### config.mk
export PLATFORM = sky130hd
export DESIGN_NAME = bdi_block_compressor_flat
export DESIGN_NICKNAME = d
export VERILOG_FILES = /design/src/rtl/bdi_pkg.sv /design/src/rtl/bdi_if.sv /design/src/rtl/bdi_ctrl.sv /design/src/rtl/bdi_dp.sv /design/src/rtl/bdi_block_compressor.sv /design/src/flat_wrapper.sv
export SDC_FILE = /design/constraint.sdc
export NUM_CORES = 1
export LEC_CHECK = 0
export BUFFER_PORTS_ARGS = -buffer_cell sky130_fd_sc_hd__buf_2
export CAP_MARGIN = 20
export CORE_MARGIN = 4
export CORE_UTILIZATION = 41
export DETAILED_ROUTE_END_ITERATION = 10
export PLACE_DENSITY = 0.69
export SLEW_MARGIN = 40
export SYNTH_ARGS = -nofsm -noshare
export SYNTH_HDL_FRONTEND = slang
export SYNTH_HIERARCHICAL = 1
export SYNTH_SLANG_ARGS = --single-unit
### constraint.sdc
create_clock -name clk_i -period 6.32 [get_ports clk_i]
set_input_delay 0.316 -clock clk_i [delete_from_list [all_inputs] [get_ports clk_i]]
set_output_delay 0.316 -clock clk_i [all_outputs]
set_load 0.01 [all_outputs]
### src/rtl/bdi_pkg.sv
// ----------------------------------------------------------------------------
// bdi_pkg
// Shared constants, types and codes for the base-delta-immediate block
// compressor: block geometry, result kinds, tag values and control bundles.
// ----------------------------------------------------------------------------
package bdi_pkg;

  // Block geometry
  localparam int unsigned BLOCK_WORDS = 8;
  localparam int unsigned WORD_W      = 64;
  localparam int unsigned DELTA_W     = 16;
  localparam int unsigned IDX_W       = (BLOCK_WORDS > 1) ? $clog2(BLOCK_WORDS) : 1;
  localparam int unsigned CNT_W       = $clog2(BLOCK_WORDS + 1);

  typedef logic [WORD_W-1:0] word_t;
  typedef logic [IDX_W-1:0]  idx_t;
  typedef logic [CNT_W-1:0]  cnt_t;

  // Result kinds
  typedef enum logic [1:0] {
    KIND_TAG   = 2'd0,
    KIND_BASE  = 2'd1,
    KIND_DELTA = 2'd2,
    KIND_RAW   = 2'd3
  } kind_e;

  // Tag values
  localparam logic TAG_RAW    = 1'b0;
  localparam logic TAG_PACKED = 1'b1;

  // Controller states, one-hot
  typedef enum logic [3:0] {
    ST_FILL = 4'b0001,
    ST_TAG  = 4'b0010,
    ST_BASE = 4'b0100,
    ST_BODY = 4'b1000
  } state_e;

  // Commands from controller to datapath
  typedef struct packed {
    logic  wr_en;     // store the incoming word
    idx_t  wr_idx;    // slot for the incoming word
    logic  first;     // incoming word opens a block (becomes base)
    logic  load;      // load the output register
    kind_e kind;      // kind of the item to load
    idx_t  rd_idx;    // stored word to show
    logic  tag;       // tag value for a tag item
    logic  last;      // item closes the block
  } cmd_t;

  // Status from datapath to controller
  typedef struct packed {
    logic fit_next;   // block still packs once the incoming word is in
  } status_t;

endpackage

### src/rtl/bdi_if.sv
// ----------------------------------------------------------------------------
// bdi_if
// Valid/ready stream interfaces of the compressor: word input and result
// output.
// ----------------------------------------------------------------------------
interface bdi_in_if;
  logic          valid;
  logic          ready;
  bdi_pkg::word_t word;
  logic          last_word;

  modport source (output valid, output word, output last_word, input ready);
  modport sink   (input valid, input word, input last_word, output ready);
endinterface

interface bdi_out_if;
  logic           valid;
  logic           ready;
  logic [1:0]     kind;
  bdi_pkg::word_t value;
  logic           last;

  modport source (output valid, output kind, output value, output last, input ready);
  modport sink   (input valid, input kind, input value, input last, output ready);
endinterface

### src/rtl/bdi_ctrl.sv
// ----------------------------------------------------------------------------
// bdi_ctrl
// Controller: counts words into the block, decides packed or raw, and steps
// through the result items while holding the output register's valid.
// ----------------------------------------------------------------------------
module bdi_ctrl (
  input  logic             clk_i,
  input  logic             rst_ni,
  input  logic             in_valid_i,
  input  logic             in_last_word_i,
  output logic             in_ready_o,
  output logic             out_valid_o,
  input  logic             out_ready_i,
  input  bdi_pkg::status_t status_i,
  output bdi_pkg::cmd_t    cmd_o
);

  bdi_pkg::state_e state_q, state_d;
  bdi_pkg::cnt_t   fill_q, fill_d;
  bdi_pkg::idx_t   idx_q, idx_d;
  logic            packed_q, packed_d;
  logic            out_valid_q, out_valid_d;

  logic            in_beat;
  logic            load_ok;
  logic            body_last;
  bdi_pkg::cnt_t   fill_inc;

  assign in_ready_o  = (state_q == bdi_pkg::ST_FILL);
  assign in_beat     = in_valid_i && in_ready_o;
  assign load_ok     = !out_valid_q || out_ready_i;
  assign fill_inc    = fill_q + bdi_pkg::cnt_t'(1);
  assign body_last   = ((bdi_pkg::cnt_t'(idx_q) + bdi_pkg::cnt_t'(1)) == fill_q);
  assign out_valid_o = out_valid_q;

  // Sequence the block: fill, then tag, optional base, then body items
  always_comb begin
    state_d  = state_q;
    fill_d   = fill_q;
    idx_d    = idx_q;
    packed_d = packed_q;

    cmd_o        = '0;
    cmd_o.wr_idx = fill_q[bdi_pkg::IDX_W-1:0];
    cmd_o.first  = (fill_q == '0);
    cmd_o.rd_idx = idx_q;
    cmd_o.tag    = packed_q ? bdi_pkg::TAG_PACKED : bdi_pkg::TAG_RAW;
    cmd_o.kind   = bdi_pkg::KIND_TAG;

    unique case (state_q)
      bdi_pkg::ST_FILL: begin
        if (in_beat) begin
          cmd_o.wr_en = 1'b1;
          fill_d      = fill_inc;
          if (fill_inc == bdi_pkg::cnt_t'(bdi_pkg::BLOCK_WORDS) || in_last_word_i) begin
            packed_d = (fill_inc == bdi_pkg::cnt_t'(bdi_pkg::BLOCK_WORDS)) &&
                       status_i.fit_next;
            state_d  = bdi_pkg::ST_TAG;
          end
        end
      end
      bdi_pkg::ST_TAG: begin
        cmd_o.kind = bdi_pkg::KIND_TAG;
        if (load_ok) begin
          cmd_o.load = 1'b1;
          idx_d      = '0;
          state_d    = packed_q ? bdi_pkg::ST_BASE : bdi_pkg::ST_BODY;
        end
      end
      bdi_pkg::ST_BASE: begin
        cmd_o.kind = bdi_pkg::KIND_BASE;
        if (load_ok) begin
          cmd_o.load = 1'b1;
          state_d    = bdi_pkg::ST_BODY;
        end
      end
      bdi_pkg::ST_BODY: begin
        cmd_o.kind = packed_q ? bdi_pkg::KIND_DELTA : bdi_pkg::KIND_RAW;
        cmd_o.last = body_last;
        if (load_ok) begin
          cmd_o.load = 1'b1;
          if (body_last) begin
            fill_d  = '0;
            state_d = bdi_pkg::ST_FILL;
          end else begin
            idx_d = idx_q + bdi_pkg::idx_t'(1);
          end
        end
      end
      default: begin
        state_d = bdi_pkg::ST_FILL;
      end
    endcase
  end

  // Hold the output item until the sink takes it
  always_comb begin
    if (cmd_o.load) begin
      out_valid_d = 1'b1;
    end else if (out_ready_i) begin
      out_valid_d = 1'b0;
    end else begin
      out_valid_d = out_valid_q;
    end
  end

  always_ff @(posedge clk_i or negedge rst_ni) begin
    if (!rst_ni) begin
      state_q     <= bdi_pkg::ST_FILL;
      fill_q      <= '0;
      idx_q       <= '0;
      packed_q    <= 1'b0;
      out_valid_q <= 1'b0;
    end else begin
      state_q     <= state_d;
      fill_q      <= fill_d;
      idx_q       <= idx_d;
      packed_q    <= packed_d;
      out_valid_q <= out_valid_d;
    end
  end

endmodule

### src/rtl/bdi_dp.sv
// ----------------------------------------------------------------------------
// bdi_dp
// Datapath: block word store, base register, running range check and the
// output payload register.
// ----------------------------------------------------------------------------
module bdi_dp (
  input  logic             clk_i,
  input  logic             rst_ni,
  input  bdi_pkg::word_t   word_i,
  input  bdi_pkg::cmd_t    cmd_i,
  output bdi_pkg::status_t status_o,
  output logic [1:0]       kind_o,
  output bdi_pkg::word_t   value_o,
  output logic             last_o
);

  bdi_pkg::word_t store_q [bdi_pkg::BLOCK_WORDS];
  bdi_pkg::word_t base_q;
  logic           fit_q;

  bdi_pkg::word_t diff;
  logic           word_fits;
  bdi_pkg::word_t rd_word;
  logic [bdi_pkg::DELTA_W-1:0] delta;

  bdi_pkg::word_t value_d;
  logic [1:0]     kind_q;
  bdi_pkg::word_t value_q;
  logic           last_q;

  // Range check: difference sign-extends from bit 15
  assign diff      = word_i - base_q;
  assign word_fits = (&diff[bdi_pkg::WORD_W-1:bdi_pkg::DELTA_W-1]) ||
                     !(|diff[bdi_pkg::WORD_W-1:bdi_pkg::DELTA_W-1]);
  assign status_o.fit_next = cmd_i.first ? 1'b1 : (fit_q && word_fits);

  // Store the word; the first word of a block becomes the base
  always_ff @(posedge clk_i) begin
    if (cmd_i.wr_en) begin
      store_q[cmd_i.wr_idx] <= word_i;
      if (cmd_i.first) begin
        base_q <= word_i;
      end
    end
  end

  always_ff @(posedge clk_i or negedge rst_ni) begin
    if (!rst_ni) begin
      fit_q <= 1'b1;
    end else if (cmd_i.wr_en) begin
      fit_q <= status_o.fit_next;
    end
  end

  // Select the payload of the next result item
  assign rd_word = store_q[cmd_i.rd_idx];
  assign delta   = rd_word[bdi_pkg::DELTA_W-1:0] - base_q[bdi_pkg::DELTA_W-1:0];

  always_comb begin
    case (cmd_i.kind)
      bdi_pkg::KIND_TAG:   value_d = {{(bdi_pkg::WORD_W-1){1'b0}}, cmd_i.tag};
      bdi_pkg::KIND_BASE:  value_d = base_q;
      bdi_pkg::KIND_DELTA: value_d = {{(bdi_pkg::WORD_W-bdi_pkg::DELTA_W){1'b0}}, delta};
      default:             value_d = rd_word;
    endcase
  end

  always_ff @(posedge clk_i) begin
    if (cmd_i.load) begin
      kind_q  <= cmd_i.kind;
      value_q <= value_d;
      last_q  <= cmd_i.last;
    end
  end

  assign kind_o  = kind_q;
  assign value_o = value_q;
  assign last_o  = last_q;

endmodule

### src/rtl/bdi_block_compressor.sv
// ----------------------------------------------------------------------------
// bdi_block_compressor
// Base-delta-immediate block compressor: gathers 64-bit words into blocks and
// emits each block as packed base plus 16-bit deltas, or as raw words.
// ----------------------------------------------------------------------------
//  channel | dir | payload                      | beat when
//  in_i    | in  | word[63:0], last_word        | valid && ready
//  out_o   | out | kind[1:0], value[63:0], last | valid && ready
//
//  Words are taken on every valid beat; ready drops once a block is complete.
//  A complete block then emits one result per cycle while the sink is ready,
//  from the output register: tag, base (packed only) and one item per word,
//  set by the emit sequencer. A packed block of eight words emits ten items.
//  Reset clears the controller; the word store needs no clearing.
//  A stalled output sink holds the sequencer on the current item.
// ----------------------------------------------------------------------------
module bdi_block_compressor (
  input  logic       clk_i,
  input  logic       rst_ni,
  bdi_in_if.sink     in_i,
  bdi_out_if.source  out_o
);

  bdi_pkg::cmd_t    cmd;
  bdi_pkg::status_t status;

  bdi_ctrl u_ctrl (
    .clk_i          (clk_i),
    .rst_ni         (rst_ni),
    .in_valid_i     (in_i.valid),
    .in_last_word_i (in_i.last_word),
    .in_ready_o     (in_i.ready),
    .out_valid_o    (out_o.valid),
    .out_ready_i    (out_o.ready),
    .status_i       (status),
    .cmd_o          (cmd)
  );

  bdi_dp u_dp (
    .clk_i    (clk_i),
    .rst_ni   (rst_ni),
    .word_i   (in_i.word),
    .cmd_i    (cmd),
    .status_o (status),
    .kind_o   (out_o.kind),
    .value_o  (out_o.value),
    .last_o   (out_o.last)
  );

endmodule

### src/flat_wrapper.sv
// flat-port wrapper written by rule: the top's interface ports become plain ports
module bdi_block_compressor_flat 
  (clk_i, rst_ni, in_i_valid, in_i_word, in_i_last_word, in_i_ready, out_o_valid, out_o_kind, out_o_value, out_o_last, out_o_ready);
  bdi_in_if in_i_i ();
  bdi_out_if out_o_i ();
  input  logic clk_i;
  input  logic rst_ni;
  input wire logic [$bits(in_i_i.valid)-1:0] in_i_valid;
  input wire logic [$bits(in_i_i.word)-1:0] in_i_word;
  input wire logic [$bits(in_i_i.last_word)-1:0] in_i_last_word;
  output wire logic [$bits(in_i_i.ready)-1:0] in_i_ready;
  output wire logic [$bits(out_o_i.valid)-1:0] out_o_valid;
  output wire logic [$bits(out_o_i.kind)-1:0] out_o_kind;
  output wire logic [$bits(out_o_i.value)-1:0] out_o_value;
  output wire logic [$bits(out_o_i.last)-1:0] out_o_last;
  input wire logic [$bits(out_o_i.ready)-1:0] out_o_ready;
  assign in_i_i.valid = in_i_valid;
  assign in_i_i.word = in_i_word;
  assign in_i_i.last_word = in_i_last_word;
  assign in_i_ready = in_i_i.ready;
  assign out_o_valid = out_o_i.valid;
  assign out_o_kind = out_o_i.kind;
  assign out_o_value = out_o_i.value;
  assign out_o_last = out_o_i.last;
  assign out_o_i.ready = out_o_ready;
  bdi_block_compressor u_core (.clk_i(clk_i), .rst_ni(rst_ni), .in_i(in_i_i), .out_o(out_o_i));
endmodule
==> impl_metrics.yaml, run 1 <==
critical_path:
  ff2ff_path_depth: 17
  start_kind: "flop"
  worstPathArrival_ps: 5190
  crit_type: "flop to flop"
  required_ps: 6670
  crit_path_max_fanout: 20
  critPathCaptureType: "flop"
floorplanning:
  core_area_um2: 74400
  num_rows: 100
  start_util_pct: 41.4
  die_w_um: 282
  io_pins: 138
  die_area_um2: 79500
  die_y_um: 282
sta:
  layout_setup_ws_ps: 1480
  period_share_pct: 76.6
  fin_skew_ps: 25.9
  max_freq_mhz: 207
  tightest_slew_ps: 801
  setup_viol: 0
  finalMaxSlewViolations: 0
  rsz0062_at_grt: "false"
  relSlewSlack_pct: 46.4
  finalCriticalPeriod_ps: 4840
  tns_ps: 0
  hold_viol: 0
logic_synthesis:
  yosys_warnings: 6
  avgSynthCellArea_um2: 14.9
  synth_edf_count: 643
  synth_area_um2: 30800
  synth_nets: 2211
  synthArstFlopShare_pct: 2.13
  ys_types: 105
  synthFlopType: "edfxtp_1"
  synthTopCellsByArea: "edfxtp_1, mux4_2, ha_1, mux2i_1, a21oi_1"
  yosysSeqAreaShare_pct: 63.9
  yosys.area.top_type_share_pct: 62.7
  synth_seq_cells: 657
  synthCells: 2061
  synth_top_area_cell: "edfxtp_1"
layout:
  area.sequential_um2: 19700
  nets: 2370
  multiInputGateArea_um2: 10400
  drive_gt1_share_pct: 20.8
  fin_cells: 3243
  fillers: 6282
  areaGrowthSynthToFinish_pct: 14.1
clock_tree:
  cts_buffers: 70
  htree_levels: 3
  cts_resized: 0
  clock_path_buffers: 3
  cts_hold_buf: 20
  postCtsSetupBuffers: 0
  cts_tree: "yes"
  ctsRootBufferMaster: "clkbuf_16"
  clock-sinks: 657
  insertion_delay_ps: 610
  cts.clk_slew.worst_paths_ps: 60
detailed_routing:
  initialDrtViolationCount: 1983
  wirelength_mm: 80.1
  dr.pass1.iters: 6
  detail_route.wl_per_cell_um: 24.7
  via_per_inst: 5.89
  ant_nets: 0
  drc: 0
  vias: 19100
power_and_ir_drop:
  p_leak_nw: 11.9
  swShare_pct: 29.0
  p_seq_share_pct: 42.5
  power_mw: 13.0
  power.switching_mw: 3.77
  combPwrFrac_pct: 25.3
  powerDensity_nw_per_um2: 370
  p_int_mw: 9.22
  power_frac_clock_pct: 32.2
  peakVddDrop_mv: 0.223
hold_path:
  whs_path_depth: 1
  min_path_type: "input port to flop"
grt:
  grt_start_max_net_pins: 110
  grtUsageTotal_pct: 20.2
  gr-total-overflow: 0
  grt_antenna_before_repair: 5
  grt_first_pass_wirelength_mm: 121
  grt_pass1_vias: 19400
placement:
  dp.cells: 3095
  io_buffers: 137
  hpwl_mm: 53.1
  place_congestion: 0.961
  pre_cts_slack_ps: 1540
run:
  max_cap_viol_count: 0
status:
  status: "completed"
flip-flops by register name, summed over array words and instances (netlist names):
name,cells
u_core/u_ctrl/fill_q,4
u_core/u_dp/value_o,64
u_core/u_dp/base_q,64
u_core/u_dp/last_o,1
u_core/u_ctrl/state_q,4
u_core/u_dp/store_q,512
u_core/u_ctrl/packed_q,1
u_core/u_ctrl/out_valid_o,1
u_core/u_ctrl/idx_q,3
u_core/u_dp/kind_o,2
u_core/u_dp/fit_q,1
path summary, 6_finish.rpt:
check	startpoint	end	slack [ps]
min reg2reg	u_core/u_ctrl/state_q[0]	u_core/u_ctrl/state_q[0]	580
min	in_i_word[9]	u_core/u_dp/store_q[7][9]	30
max	u_core/u_ctrl/idx_q[0]	u_core/u_dp/value_o[14]	1480
min in group asynchronous	rst_ni	u_core/u_ctrl/out_valid_o	160
max reg2reg	u_core/u_ctrl/idx_q[0]	u_core/u_dp/value_o[14]	1480
max in group asynchronous	rst_ni	u_core/u_dp/fit_q	5850
power groups by stage:
stage / Clock, mW / Sequential [mW] / Combinational [mW]
6_report: 4.18 / 5.52 / 3.29
5_1_grt: 4.47 / 5.56 / 3.57
4_1_cts: 4.27 / 5.53 / 3.28
3_5_place_dp: 0 / 5.62 / 3.25
3_3_place_gp: 0 / 5.59 / 3.20
2_1_floorplan: 0 / 5.59 / 2.34
placed cells by master (no fill, tap or decap), types with 13 or more instances in the layout:
| cell | Yosys | layout |
|---|---|---|
| edfxtp_1 | 643 | 643 |
| nor2_1 | 127 | 120 |
| nor4_1 | 16 | 16 |
| nor3_1 | 34 | 32 |
| clkbuf_16 | 0 | 71 |
| nand2_1 | 127 | 127 |
| xor2_1 | 14 | 14 |
| mux2_2 | 17 | 17 |
| a211oi_1 | 64 | 64 |
| buf_4 | 9 | 21 |
| nand3_1 | 33 | 33 |
| o21ai_0 | 65 | 65 |
| mux4_2 | 128 | 128 |
| mux2i_1 | 60 | 60 |
| xnor2_1 | 34 | 34 |
| buf_2 | 11 | 137 |
| ha_1 | 80 | 80 |
| nand4_1 | 27 | 27 |
| a21oi_1 | 107 | 107 |
| inv_1 | 89 | 89 |
| a31oi_1 | 13 | 13 |
| a21o_1 | 35 | 35 |
| dlygate4sd3_1 | 0 | 20 |
| clkbuf_1 | 56 | 14 |
logic make-up (layout without fill, tap and decap cells):
| kind of cell | after synthesis | in the layout | share of synthesized area [%] |
|---|---|---|---|
| other | 0 | 2 | 0 |
| multiplexers | 206 | 206 | 12.0 |
| adder cells (fa/ha/maj) | 81 | 81 | 3.32 |
| buffers and inverters | 192 | 403 | 2.71 |
| XOR/XNOR | 49 | 49 | 1.42 |
| AO/OA/AOI/OAI | 407 | 407 | 9.06 |
| AND/OR/NAND/NOR | 469 | 469 | 7.64 |
| flip-flops | 657 | 657 | 63.9 |
critical path: stages, from the launching register on:
cell and delay [ps]:
dfrtp_4 690, mux4_2 570, mux2i_1 200, ha_1 180
inv_1 60, fa_1 430, a21o_1 200, a21oi_1 220
o21bai_1 90, a21oi_1 250, o21bai_1 100, a21oi_1 240
o21ai_0 170, o41ai_1 500, o21ai_0 220, xnor2_1 160
o21ai_0 100, a22o_1 210
cell usage after synthesis, types with 5 or more instances:
cell type  instances
edfxtp_1         643
mux4_2           128
nand2_1          127
nor2_1           127
a21oi_1          107
inv_1             89
ha_1              80
o21ai_0           65
a211oi_1          64
mux2i_1           60
clkbuf_1          56
a21o_1            35
nor3_1            34
xnor2_1           34
nand3_1           33
nand4_1           27
mux2_2            17
buf_1             16
nor4_1            16
xor2_1            14
a31oi_1           13
and3_1            12
dfrtp_1           12
nand2b_1          12
o21a_1            12
o21bai_1          12
and2_1            11
buf_2             11
or3_1             11
o21ai_1           10
buf_4              9
nor2b_1            8
buf_6              7
o211ai_1           7
o31ai_1            7
nand3b_1           6
or2_2              6
nand4b_1           5
o2111ai_1          5
o211a_1            5
area by class of cell:
type | instances | area share [%]
Tap cell | 969 | 3.45
Inverter | 92 | 1.02
Antenna cell | 2 | 0.0143
Clock buffer | 86 | 5.25
Sequential cell | 657 | 56.0
Clock inverter | 38 | 1.39
Multi-Input combinational cell | 1212 | 29.5
Timing Repair Buffer | 187 | 3.36
metrics by stage:
| step | utilization [%] | instance area [um2] | hold WS (ps) |
|---|---|---|---|
| after floorplan | - | 30800 | 20.4 |
| after global placement | 43.6 | 32500 | 255 |
| after detailed placement | 43.7 | 32500 | 259 |
| after CTS | 47.1 | 35100 | 0.0720 |
| after global routing | 47.2 | 35100 | 27.4 |
| final | 47.2 | 35100 | 33.1 |
routing by layer:
layer	vias up	track usage [%]	wire (um)
li1	8466	-	-
met1	9794	27.0	33000
met2	728	33.8	39800
met3	125	3.47	5180
met4	2	6.50	2120
met5	-	0	13
Power figures use the tool's default switching activity.
==> run 2: changes to the inputs <==
- ABC_AREA: unset -> 1
- clock period: 6.32 -> 4 ns (I/O delays scaled with it)
==> impl_metrics.yaml, run 2 <==
sta:
  fin_skew_ps: 33.6
  finalMaxSlewViolations: 0
  tightest_slew_ps: 799
  relSlewSlack_pct: 46.7
  hold_viol: 0
  setup_viol: 0
  fin_hold_ws_ps: 36.1
  rsz0062_at_grt: "false"
  max_freq_mhz: 284
  finalCriticalPeriod_ps: 3520
  period_share_pct: 88.1
critical_path:
  cpPeakStageDelay_ps: 680
  critPathCaptureType: "flop"
  cp_num_buf_inv: 2
  path_cells: "inv_6 -> o21ai_0 -> o221ai_1 -> nand2_1 -> ha_1 -> inv_1 -> fa_1 -> nand3_1 -> nand3_1 -> a21oi_1 -> or2_2 -> nand2_1 -> a21oi_1 -> xor2_1 -> o221ai_1"
  critical_path.top_delay_family: "compound AO/OA/AOI/OAI gates"
  cp.depth: 15
  crit_path_max_fanout: 67
  worstPathArrival_ps: 3880
  start_kind: "flop"
  crit_type: "flop to flop"
  ff2ff_path_depth: 15
  cp_slowest_cell: "dfrtp_4"
  required_ps: 4360
power_and_ir_drop:
  powerDensity_nw_per_um2: 517
  peakVddDrop_mv: 0.263
  p_leak_nw: 14.8
status:
  status: "completed"
logic_synthesis:
  yosysSeqAreaShare_pct: 60.9
  synthFlopType: "edfxtp_1"
  synth_seq_cells: 657
  synth_top_area_cell: "edfxtp_1"
  synth_most_common_cell: "nand2_1"
  synthArstFlopShare_pct: 2.13
  synth_area_um2: 32300
  synthTopCellsByArea: "edfxtp_1, nand2_1, o21ai_0, nor2_1, inv_1"
  synthCells: 3310
  yosys.area.top_type_share_pct: 59.8
  avgSynthCellArea_um2: 9.76
  ys_types: 46
  yosys_warnings: 6
  synth_edf_count: 643
  synth_nets: 3460
  synth_commonest_cells: "nand2_1, edfxtp_1, nor2_1"
layout:
  drive_gt1_share_pct: 10.7
  final_area_um2: 37200
  final_common_cell: "nand2_1"
  largest_reg_flops: 512
  mostFrequentLayoutCells: "nand2_1, edfxtp_1, nor2_1"
  fin_cells: 4603
  nets: 3663
  areaGrowthSynthToFinish_pct: 15.1
  top_register: "u_core/u_dp/store_q"
grt:
  gr-total-overflow: 0
  grtUsageTotal_pct: 22.2
  grt_antenna_before_repair: 3
  grt_start_max_net_pins: 77
  grt_first_pass_wirelength_mm: 141
  grt_pass1_vias: 23700
floorplanning:
  start_util_pct: 41.6
  die_area_um2: 83300
  core_area_um2: 77700
  io_pins: 138
  die_y_um: 289
  num_rows: 102
  die_w_um: 289
placement:
  io_buffers: 137
  hpwl_mm: 64.3
  place_congestion: 1.01
  dp.cells: 4417
  place_area_um2: 34300
clock_tree:
  cts_buffers: 67
  insertion_delay_ps: 630
  cts_tree: "yes"
  clock-sinks: 657
  cts.clk_slew.worst_paths_ps: 60
  htree_levels: 3
  clock_path_buffers: 3
  ctsRootBufferMaster: "clkbuf_16"
detailed_routing:
  ant_nets: 0
  wirelength_mm: 94.1
  via_per_inst: 5.45
  dr.pass1.iters: 6
  drc: 0
  vias: 25100
  detail_route.wl_per_cell_um: 20.4
  initialDrtViolationCount: 2479
hold_path:
  whs_path_depth: 6
  min_path_type: "input port to flop"
run:
  max_cap_viol_count: 0
-- run 2: changes by cell type in the layout (fill, tap and decap cells not counted), moves of 128 or more --
cell / delta
nand2_1: +624
nor2_1: +298
inv_1: +280
o21ai_0: +265
nand3_1: +136
mux4_2: -128
-- run 2: path summary, 6_finish.rpt --
| kind | from | end | slack [ps] |
|---|---|---|---|
| hold / removal | in_i_last_word | u_core/u_ctrl/state_q[0] | 40 |
| max in group asynchronous | rst_ni | u_core/u_dp/fit_q | 3630 |
| setup reg to reg | u_core/u_ctrl/idx_q[0] | u_core/u_dp/value_o[10] | 480 |
| setup / recovery | u_core/u_ctrl/idx_q[0] | u_core/u_dp/value_o[10] | 480 |
| hold reg to reg | u_core/u_dp/fit_q | u_core/u_dp/fit_q | 500 |
| min in group asynchronous | rst_ni | u_core/u_ctrl/idx_q[1] | 60 |
-- run 2: what timing repair did --
item                                    CTS  global route
endpoints found under the setup margin    0             0
buffers inserted                          0             0
hold buffers                             67             0
hold endpoints to repair                592             0
gates resized for setup                   0             0
-- run 2: stage by stage --
stage                     setup slack (ps)  util (%)  power (mW)  setup TNS, ps
after global routing                   150      47.8        20.1              0
final                                  477      47.8        19.2              0
after global placement                 605      44.1        12.9              0
after floorplan                       -547         -        11.5        -140140
after detailed placement               527      44.1        13.0              0
after CTS                              516      47.8        19.3              0
-- run 2: cell families after synthesis --
kind of cell	after synthesis	share of synthesized area [%]
simple gates	1455	18.6
flops	657	60.9
compound gates	612	11.3
fa+ha+maj	81	3.16
xor+xnor	7	0.190
buf+inv	498	5.87
-- run 2: power breakdown --
group          internal [mW]  total (mW)  switching [mW]  leakage, nW
Clock                   3.62        6.27            2.65         1.07
Combinational           1.22        4.33            3.11         7.69
Sequential              8.40        8.62           0.220         6.00
Total                   13.2        19.2            5.97         14.8
-- run 2: layout make-up --
cell class	count	area (um2)
fillers	7045	40500
inverters	384	1460
clock buffers	80	1750
multi-input cells	2155	10800
diodes	2	5.00
well taps	1040	1300
flip-flops and latches	657	19700
repair buffers	248	1710
clock inverters	37	473
-- run 2: metal layers --
| metal | part of all wire, % | vias to the layer above | track usage, % | wire (um) |
|---|---|---|---|---|
| met5 | 0 | - | 0 | 0 |
| met4 | 3.5 | 0 | 8.18 | 3290 |
| met3 | 7.4 | 192 | 2.81 | 6980 |
| met2 | 47 | 1042 | 36.5 | 44400 |
| met1 | 42 | 12000 | 30.3 | 39400 |
| li1 | - | 11800 | - | - |
-- run 2: worst min-delay path, stage by stage --
cell	delay (ps)
buf_2	90
inv_1	60
nand2_1	110
o21ai_0	80
inv_1	50
nand2_1	50
